==> config.mk <==
export PLATFORM = sky130hd
export DESIGN_NAME = vcd_sermul
export DESIGN_NICKNAME = d
export VERILOG_FILES = /design/src/vcd_sermul.sv
export SDC_FILE = /design/constraint.sdc
export NUM_CORES = 1
export LEC_CHECK = 0
export BUFFER_PORTS_ARGS = -buffer_cell sky130_fd_sc_hd__buf_4
export CORE_MARGIN = 3
export CORE_UTILIZATION = 34
export DETAILED_ROUTE_END_ITERATION = 16
export GPL_TIMING_DRIVEN = 0
export MAX_ROUTING_LAYER = met4
export RECOVER_POWER = 50
export SLEW_MARGIN = 20
export SYNTH_ARGS = -nofsm -noshare
export SYNTH_HDL_FRONTEND = slang
export SYNTH_SLANG_ARGS = --single-unit
==> constraint.sdc <==
create_clock -name aclk -period 3.01 [get_ports aclk]
set_input_delay 0.301 -clock aclk [delete_from_list [all_inputs] [get_ports aclk]]
set_output_delay 0.301 -clock aclk [all_outputs]
set_load 0.02 [all_outputs]
==> src/vcd_sermul.sv <==
// Bit-serial shift-add multiplier: signed multiplicand times unsigned multiplier,
// one multiplier bit per cycle, LSB first. No dependencies.
module vcd_sermul #(
    parameter int MCAND_W  = 17,
    parameter int MPLIER_W = 18
) (
    input  logic                              aclk,
    input  logic                              aresetn,
    input  logic                              start,
    input  logic signed [MCAND_W-1:0]         mcand,
    input  logic [MPLIER_W-1:0]               mplier,
    output logic                              done,
    output logic signed [MCAND_W+MPLIER_W:0]  product
);

    localparam int CW = $clog2(MPLIER_W);

    logic signed [MCAND_W:0]   acc_reg;
    logic [MPLIER_W-1:0]       mpl_reg;
    logic signed [MCAND_W-1:0] mcand_reg;
    logic [CW-1:0]             cnt_reg;
    logic                      busy_reg;
    logic                      done_reg;
    logic signed [MCAND_W+1:0] addend;
    logic signed [MCAND_W+1:0] sum;

    // One partial product per cycle; the sum's low bit shifts into the product
    assign addend = mpl_reg[0] ? (MCAND_W+2)'(mcand_reg) : '0;
    assign sum    = (MCAND_W+2)'(acc_reg) + addend;

    // Control
    always_ff @(posedge aclk) begin
        if (!aresetn) begin
            busy_reg <= 1'b0;
            done_reg <= 1'b0;
            cnt_reg  <= '0;
        end else begin
            done_reg <= 1'b0;
            if (start) begin
                busy_reg <= 1'b1;
                cnt_reg  <= '0;
            end else if (busy_reg) begin
                cnt_reg <= cnt_reg + 1'b1;
                if (cnt_reg == CW'(MPLIER_W - 1)) begin
                    busy_reg <= 1'b0;
                    done_reg <= 1'b1;
                end
            end
        end
    end

    // Datapath
    always_ff @(posedge aclk) begin
        if (start) begin
            acc_reg   <= '0;
            mpl_reg   <= mplier;
            mcand_reg <= mcand;
        end else if (busy_reg) begin
            acc_reg <= sum[MCAND_W+1:1];
            mpl_reg <= {sum[0], mpl_reg[MPLIER_W-1:1]};
        end
    end

    assign done    = done_reg;
    assign product = {acc_reg, mpl_reg};

endmodule

# Yosys cells after proc, flatten, opt, wreduce, memory -nomap -nowiden
# Cells that the tools add are included.
# totals
inputBits,38
register_bits,60
wordCells,21
out_inout_bits,37
# op_classes
n_addsub,2
n_bitwise,2
n_eq_ne,1
mux,7
n_reduce_logical,3
# op_table
operator,count
$mux 18,2
$add 18x19->19,1
$mux 19,1
$add 5x1->5 const B,1
$eq 5x5->1 const B,1
$mux 1,4
$reduce_or 3->1,1
$not 1->1,2
$reduce_bool 2->1,1
$reduce_or 2->1,1

# Longest topological paths before layout
# Gate-level depths: netlist (run 1).
# depth
depth_word,4
depth_mapped,12
ltp_nobuf,11

# Worst setup path after synthesis (run 1)
# No wires, ideal clock.
# synth_path
kind,register to register
start,reg mpl_reg[0]
end,reg acc_reg[15]
path_slack_ns,0.192
arrival_ns,2.701
period_less_slack_ns,2.818
t_required_ns,2.893
setup_time_ns,0.117
stages_incl_launch_ff,13
n_path_buf,1
cell_sequence,edfxtp_1 clkbuf_1 and2_1 ha_1 inv_1 fa_1 nor2b_4 o31a_1 o2111ai_2 nor2b_4 o41a_1 xnor2_1 a22o_1
# synth_via
elab_chain_cells,2
# synth_lines
item,line,text
start: declaration,19,logic [MPLIER_W-1:0] mpl_reg;
start signal: assignment,56,mpl_reg <= mplier;
start signal: assignment,60,"mpl_reg <= {sum[0], mpl_reg[MPLIER_W-1:1]};"
$mux 19,28,assign addend = mpl_reg[0] ? (MCAND_W+2)'(mcand_reg) : '0;
$add 18x19->19,29,assign sum = (MCAND_W+2)'(acc_reg) + addend;
end signal: assignment,59,acc_reg <= sum[MCAND_W+1:1];
end: declaration,18,logic signed [MCAND_W:0] acc_reg;
# Every way passes these cells.
# A chain may end at the register's enable or synchronous reset.

# Worst setup path in the final report (run 1)
# layout_path
start,reg mpl_reg[0]
end,reg acc_reg[11]
# The elaborated chain is that of the path after synthesis.

==> impl_metrics.py, run 1 <==
metrics = {
    "global_routing": {
        "overflow": 0,
        "grt_pass1_wl_um": 12150,
        "antenna_found_initial": 0,
        "grt_start_max_net_pins": 19,
        "first_global_vias": 2484,
        "grt_usage_pct": 15.43,
    },
    "logic_synthesis": {
        "syn-num-nets": 356,
        "ys_warn_count": 0,
        "synth_seq_cells": 60,
        "post-synth-top-area-fraction_pct": 32.63,
        "synth_area_per_cell_um2": 10.84,
        "synth_cells": 297,
        "synth-edff-count": 35,
        "async_reset_ff_share_pct": 0,
        "synth_area_mm2": 0.003221,
        "netlist-cell-type-count": 49,
        "synth_area_leaders": "edfxtp_1 (33%), dfxtp_1 (16%), ha_1 (7.8%), mux2_2 (6.6%), and2_1 (3.1%)",
        "ys_seq_area_share_pct": 48.17,
        "yosysTopAreaCell": "edfxtp_1",
        "synth_ff_type": "edfxtp_1",
    },
    "floorplanning": {
        "die_area_mm2": 0.01068,
        "die_y_um": 103.3,
        "ioPinCount": 75,
        "initial_core_util_pct": 35.88,
        "std_cell_rows": 34,
        "core_mm2": 0.008976,
        "fp.dieW_um": 103.3,
    },
    "sta": {
        "worstMarginPinSlew_ns": 1.083,
        "setup_violations": 0,
        "finalCritPeriodShare_pct": 92.82,
        "finalHoldViolations": 0,
        "fmax_mhz": 357.9,
        "finalCriticalPeriod_ns": 2.794,
        "slew_headroom_pct": 27.77,
        "rsz0062_at_grt": "false",
        "hold-worst-slack_ns": 0.1619,
        "fin_skew_ns": 0.01044,
        "slew_violations": 0,
    },
    "critical_path": {
        "worstPathMaxFanout": 10,
        "cp.arrival_ns": 3.02,
        "crit_path_cell_trace": "buf_4 > and2_1 > ha_1 > inv_1 > fa_1 > nor2b_4 > o31a_1 > o2111ai_2 > nor2b_4 > a21oi_2 > or3_1 > a32o_1",
        "critPathSlowestCell": "edfxtp_1",
        "start_kind": "flop",
        "cp.buffers_inverters": 2,
        "cp.required_ns": 3.24,
        "cpLargestDelayFamily": "compound AO/OA/AOI/OAI gates",
        "r2r_slack_ns": 0.22,
        "crit_top_cell": "nor2b_4",
        "crit_type": "reg -> reg",
        "cp-end-kind": "flop",
        "slowest_delay_ns": 0.38,
    },
    "clock_tree": {
        "cts_root_buffer": "clkbuf_8",
        "numCtsBuffers": 9,
        "htree_levels": 3,
        "clock_sinks": 60,
        "cts_buffer_depth": 2,
        "clk_pin_slew_worst_paths_ns": 0.07,
        "cts_tree": "done",
        "worstSkewPairLatency_ns": 0.34,
    },
    "route": {
        "wire_per_inst_um": 14.95,
        "drcViolationCount": 0,
        "met1_length_um": 3701,
        "wl_met2_um": 3650,
        "vias_per_cell": 4.901,
        "wl_um": 7683,
        "ant_nets": 0,
        "num_vias": 2519,
        "drt_iter0_drc": 98,
        "first_pass_iters": 4,
        "wl_met3_um": 283,
        "top_layer": "met4",
    },
    "cells_and_area": {
        "fin_nets": 442,
        "layout-drive-gt1-share_pct": 22.16,
        "area_growth_syn_to_layout_pct": 25.21,
        "final_util_pct": 44.93,
        "n_antenna_cell": 0,
        "fin_cells": 514,
    },
    "outcome": {
        "status": "completed",
    },
    "placement": {
        "dpl.cell_count": 497,
        "hpwl_um": 5722,
        "routabilityCongestion": 0.8289,
        "place.port_buffers": 74,
    },
    "power": {
        "irDropWorstVdd_v": 0.0002208,
        "p_total_mw": 2.226,
        "leakagePower_nw": 1.605,
        "power_density_mw_per_mm2": 552.0,
    },
    "worst_hold_path": {
        "hp-class": "in -> reg",
    },
    "run": {
        "max-cap-violations": 0,
    },
}
-- what timing repair did --
item | CTS | global route
endpoints found under the setup margin | 4 | 1
gates cloned | 0 | 0
resized for setup | 2 | 1
hold buffers | 0 | 0
buffers inserted | 1 | 0
-- metal layers --
| layer | vias to the layer above | global-route usage [%] |
|---|---|---|
| met2 | 48 | 23.93 |
| met1 | 1188 | 20.26 |
| li1 | 1278 | - |
| met4 | 0 | 4.781 |
| met3 | 5 | 3.353 |
| met5 | - | - |
-- final cells by class --
| cell class | count | area (um2) |
|---|---|---|
| repair buffers | 75 | 442.9 |
| clock inverters | 5 | 76.32 |
| plain buffers | 11 | 46.29 |
| fillers | 880 | 4943 |
| flip-flops and latches | 60 | 1551 |
| multi-input cells | 217 | 1593 |
| inverters | 9 | 33.78 |
| clock buffers | 11 | 131.4 |
| well taps | 126 | 157.7 |
-- power by group --
part | switching [mW] | total [mW] | internal, mW
clock | 0.326 | 0.789 | 0.463
combinational | 0.269 | 0.452 | 0.183
sequential | 0.0382 | 0.985 | 0.947
total | 0.633 | 2.23 | 1.59
-- placed cells by master (no fill, tap or decap), drive strengths merged, types with 3 or more instances in the layout --
cell type	count
nor2	25
nand3	5
nor2b	4
mux2	19
a21o	6
nand2	19
dfxtp	25
inv	9
nor3	5
and2	16
and3	3
nor3b	3
xor2	9
a211oi	8
edfxtp	35
nand4	4
a21oi	19
a22o	4
buf	28
ha	20
clkbuf	69
xnor2	3
nand2b	3
o21ai	15
-- kinds of logic after synthesis --
kind of cell,synth area share (%)
simple gates,15.46
flops,48.17
fa+ha+maj,8.392
xor+xnor,3.264
mux,7.265
buf+inv,2.369
compound gates,15.07
-- final timing paths --
| kind | start | to | depth (start not counted) |
|---|---|---|---|
| setup / recovery | mpl_reg[0]$_DFFE_PP_ | acc_reg[11]$_SDFFE_PP0P_ | 12 |
| hold / removal | mcand[6] | mcand_reg[6]$_DFFE_PP_ | 1 |
| setup reg to reg | mpl_reg[0]$_DFFE_PP_ | acc_reg[11]$_SDFFE_PP0P_ | 12 |
| hold reg to reg | acc_reg[4]$_SDFFE_PP0P_ | acc_reg[4]$_SDFFE_PP0P_ | 2 |
-- stage by stage --
stage | setup WS [ns] | instance area, um2 | setup TNS, ns
2_1_floorplan | 0.1920 | 3221 | 0
3_3_place_gp | -0.2389 | 3934 | -0.3116
3_5_place_dp | -0.2706 | 3934 | -0.4256
4_1_cts | 0.1500 | 4153 | 0
5_1_grt | 0.01475 | 4033 | 0
6_report | 0.2161 | 4033 | 0
-- synth_stat cells (2+ instances only) --
cell,instances
clkbuf_1,9
nand2_1,19
o211ai_1,2
nand3b_1,2
and3_1,3
and2_1,16
a21o_1,6
nor2_1,24
edfxtp_1,35
nand2b_1,3
nor3_1,5
nor3b_1,3
a31oi_1,2
a211oi_1,8
nor2b_4,2
nand3_1,5
or4_1,2
mux2i_1,2
xor2_1,9
o21ai_0,14
nand4_1,4
mux2_2,19
xnor2_1,3
o21a_1,2
nor2b_1,2
inv_1,9
a22o_1,4
a21oi_1,18
a32o_1,2
ha_1,20
dfxtp_1,25
Note: power is estimated with default switching activity, not from simulation.
==> run 2, diff against run 1 <==
- ABC_AREA: default -> 1
==> run 2 against run 1 <==
  * Global-route usage decreased by 0.36 points
  * Non-clock buffer count decreased by 2
  * Synthesized cell count increased by 51%
  * Clock power decreased by 6.0%
  * Cell count increased by 30%
  * Critical endpoint is now acc_reg[15]$_SDFFE_PP0P_
  * Worst hold slack got worse by 0.0086 ns
  * Area after synthesis increased by 4.8%
  * Sequential share of layout area decreased by 1.4 points
  * Flip-flop and latch count unchanged
  * Count of clock-buffer cells in the layout decreased by 2
  * Critical path type unchanged
==> impl_metrics.py, run 2 <==
metrics = {
    "clock_tree": {
        "clock_sinks": 60,
        "cts_setup_buffers": 0,
        "cts_tree": "done",
        "clk_pin_slew_worst_paths_ns": 0.08,
        "htree_levels": 3,
        "worstSkewPairLatency_ns": 0.34,
        "cts_root_buffer": "clkbuf_8",
        "cts_buffer_depth": 2,
        "numCtsBuffers": 9,
        "cts_hold_buf": 0,
    },
    "global_routing": {
        "first_global_vias": 2749,
        "overflow": 0,
        "antenna_found_initial": 0,
        "grt.busiest_layer": "met2",
        "grtUsageMet3_pct": 2.694,
        "grt_pass1_wl_um": 13100,
        "grt_usage_pct": 15.07,
        "gr-usage-met2_pct": 22.27,
        "grt_start_max_net_pins": 21,
        "use_met1_pct": 20.67,
    },
    "route": {
        "first_pass_iters": 6,
        "drcViolationCount": 0,
        "num_vias": 3018,
        "ant_nets": 0,
        "drt_iter0_drc": 165,
        "vias_per_cell": 4.525,
        "wl_um": 7992,
        "wire_per_inst_um": 11.98,
    },
    "worst_hold_path": {
        "min_to": "mcand_reg[13]$_DFFE_PP_",
        "holdCritStartpoint": "mcand[13]",
        "hp-class": "in -> reg",
        "hold_path_depth": 1,
    },
    "power": {
        "power_density_mw_per_mm2": 514.9,
        "leakagePower_nw": 2.114,
        "irDropWorstVdd_v": 0.0002620,
    },
    "sta": {
        "slew_violations": 0,
        "finalHoldViolations": 0,
        "fin_skew_ns": 0.01330,
        "finalCriticalPeriod_ns": 2.599,
        "fin_ws_ns": 0.4113,
        "rsz0062_at_grt": "false",
        "worstMarginPinSlew_ns": 0.9094,
        "setup_violations": 0,
        "finalCritPeriodShare_pct": 86.34,
        "slew_headroom_pct": 39.37,
        "setup_tns_ns": 0,
        "fmax_mhz": 384.8,
    },
    "logic_synthesis": {
        "synth_area_per_cell_um2": 7.535,
        "synth_ff_type": "edfxtp_1",
        "async_reset_ff_share_pct": 0,
        "syn-num-nets": 507,
        "synth_common_cells": "nand2_1 (168), inv_1 (60), nor2_1 (37)",
        "synth_area_leaders": "edfxtp_1 (31%), nand2_1 (19%), dfxtp_1 (15%), ha_1 (7.4%), inv_1 (6.7%)",
        "post-synth-top-area-fraction_pct": 31.13,
        "netlist-cell-type-count": 30,
        "synth-edff-count": 35,
        "yosysMostFrequentCell": "nand2_1",
        "synth_area_mm2": 0.003376,
        "ys_warn_count": 0,
        "synth_cells": 448,
        "yosysTopAreaCell": "edfxtp_1",
        "ys_seq_area_share_pct": 45.96,
        "synth_seq_cells": 60,
    },
    "floorplanning": {
        "initial_core_util_pct": 35.69,
        "die_area_mm2": 0.01116,
        "core_mm2": 0.009459,
        "std_cell_rows": 35,
        "ioPinCount": 75,
        "fp.dieW_um": 105.6,
        "die_y_um": 105.6,
    },
    "critical_path": {
        "worst-r2r-cell-count": 15,
        "worstReg2RegStart": "mpl_reg[0]$_DFFE_PP_",
        "start_kind": "flop",
        "crit_type": "reg -> reg",
        "slowest_delay_ns": 0.41,
        "cpLargestDelayFamily": "buffers and inverters",
        "crit_path_start": "mpl_reg[0]$_DFFE_PP_",
        "cp.required_ns": 3.25,
        "worstPathMaxFanout": 10,
        "cp.arrival_ns": 2.84,
        "r2r-end": "acc_reg[15]$_SDFFE_PP0P_",
        "r2r_slack_ns": 0.41,
        "critPathSlowestCell": "fa_1",
        "cp.buffers_inverters": 5,
        "crit_path_cell_trace": "clkbuf_1 > clkbuf_2 > nand2_1 > inv_1 > ha_1 > inv_1 > fa_1 > o21ai_2 > nand2_2 > nand2_2 > nand2_2 > nand3_1 > nand3_1 > nand2_1 > inv_1",
        "cp-end-kind": "flop",
    },
    "cells_and_area": {
        "fillerInstances": 1009,
        "final_common_cell": "nand2_1",
        "layout-drive-gt1-share_pct": 14.87,
        "final_cell_mix": "nand2_1 (168), inv_1 (60), clkbuf_1 (37), nor2_1 (37), edfxtp_1 (35)",
        "area_growth_syn_to_layout_pct": 23.83,
        "fin_nets": 592,
        "final_util_pct": 44.19,
        "n_antenna_cell": 0,
        "fin_cells": 667,
    },
    "placement": {
        "routabilityCongestion": 0.9414,
        "dpl.cell_count": 651,
        "hpwl_um": 6248,
        "pre_cts_slack_ns": 0.2484,
        "place.port_buffers": 74,
    },
    "outcome": {
        "status": "completed",
    },
    "run": {
        "max-cap-violations": 0,
    },
}
[run 2: changes by cell type in the layout (fill, tap and decap cells not counted), sizes merged, moves of 6 or more]
cell / previous run / this run
nand2: 19 / 174
inv: 9 / 62
nand3: 5 / 28
mux2: 19 / 0
nor2: 25 / 41
and2: 16 / 1
xor2: 9 / 0
a211oi: 8 / 0
a21o: 6 / 0
[run 2: metal layers]
metal	vias to the layer above	routed length (um)
met5	-	0
met4	0	110
met3	8	344
met2	63	3578
met1	1354	3959
li1	1593	-
[run 2: layout make-up]
type / count / area, um2 / share of cell area, %
inverters: 61 / 229.0 / 5.477
well taps: 129 / 161.4 / 3.861
clock buffers: 9 / 123.9 / 2.963
multi-input cells: 317 / 1554 / 37.17
flip-flops and latches: 60 / 1551 / 37.11
repair buffers: 74 / 442.9 / 10.60
clock inverters: 7 / 76.32 / 1.826
plain buffers: 10 / 41.29 / 0.9877
[run 2: worst max path at each step]
stage                               end  slack, ns  depth (start not counted)
3_5_place_dp   acc_reg[15]$_SDFFE_PP0P_       0.25                         15
3_3_place_gp   acc_reg[15]$_SDFFE_PP0P_       0.28                         15
4_1_cts        acc_reg[15]$_SDFFE_PP0P_       0.24                         15
6_report       acc_reg[15]$_SDFFE_PP0P_       0.41                         15
5_1_grt        acc_reg[11]$_SDFFE_PP0P_       0.11                         15
2_1_floorplan  acc_reg[15]$_SDFFE_PP0P_       0.59                         15
[run 2: cells by family after synthesis]
kind of cell	share of synthesized area [%]
compound gates	6.264
xor+xnor	0.2595
fa+ha+maj	8.006
buf+inv	8.006
flops	45.96
simple gates	31.50
[run 2: stage by stage]
step / hold slack (ns) / total power [mW] / cell area, um2
floorplan: 0.3999 / 1.278 / 3376
finish: 0.1534 / 2.152 / 4180
detailed placement: 0.4677 / 1.460 / 4093
global placement: 0.4640 / 1.456 / 4093
global route: 0.1396 / 2.276 / 4180
CTS: 0.1162 / 2.211 / 4293
[run 2: report_power, final]
| group | switching (mW) | internal (mW) |
|---|---|---|
| clock | 0.354 | 0.388 |
| combinational | 0.275 | 0.153 |
| sequential | 0.0389 | 0.943 |
[run 2: what timing repair did]
item	CTS	global route
endpoints found under the setup margin	0	2
hold endpoints to repair	0	0
gates resized for setup	0	2
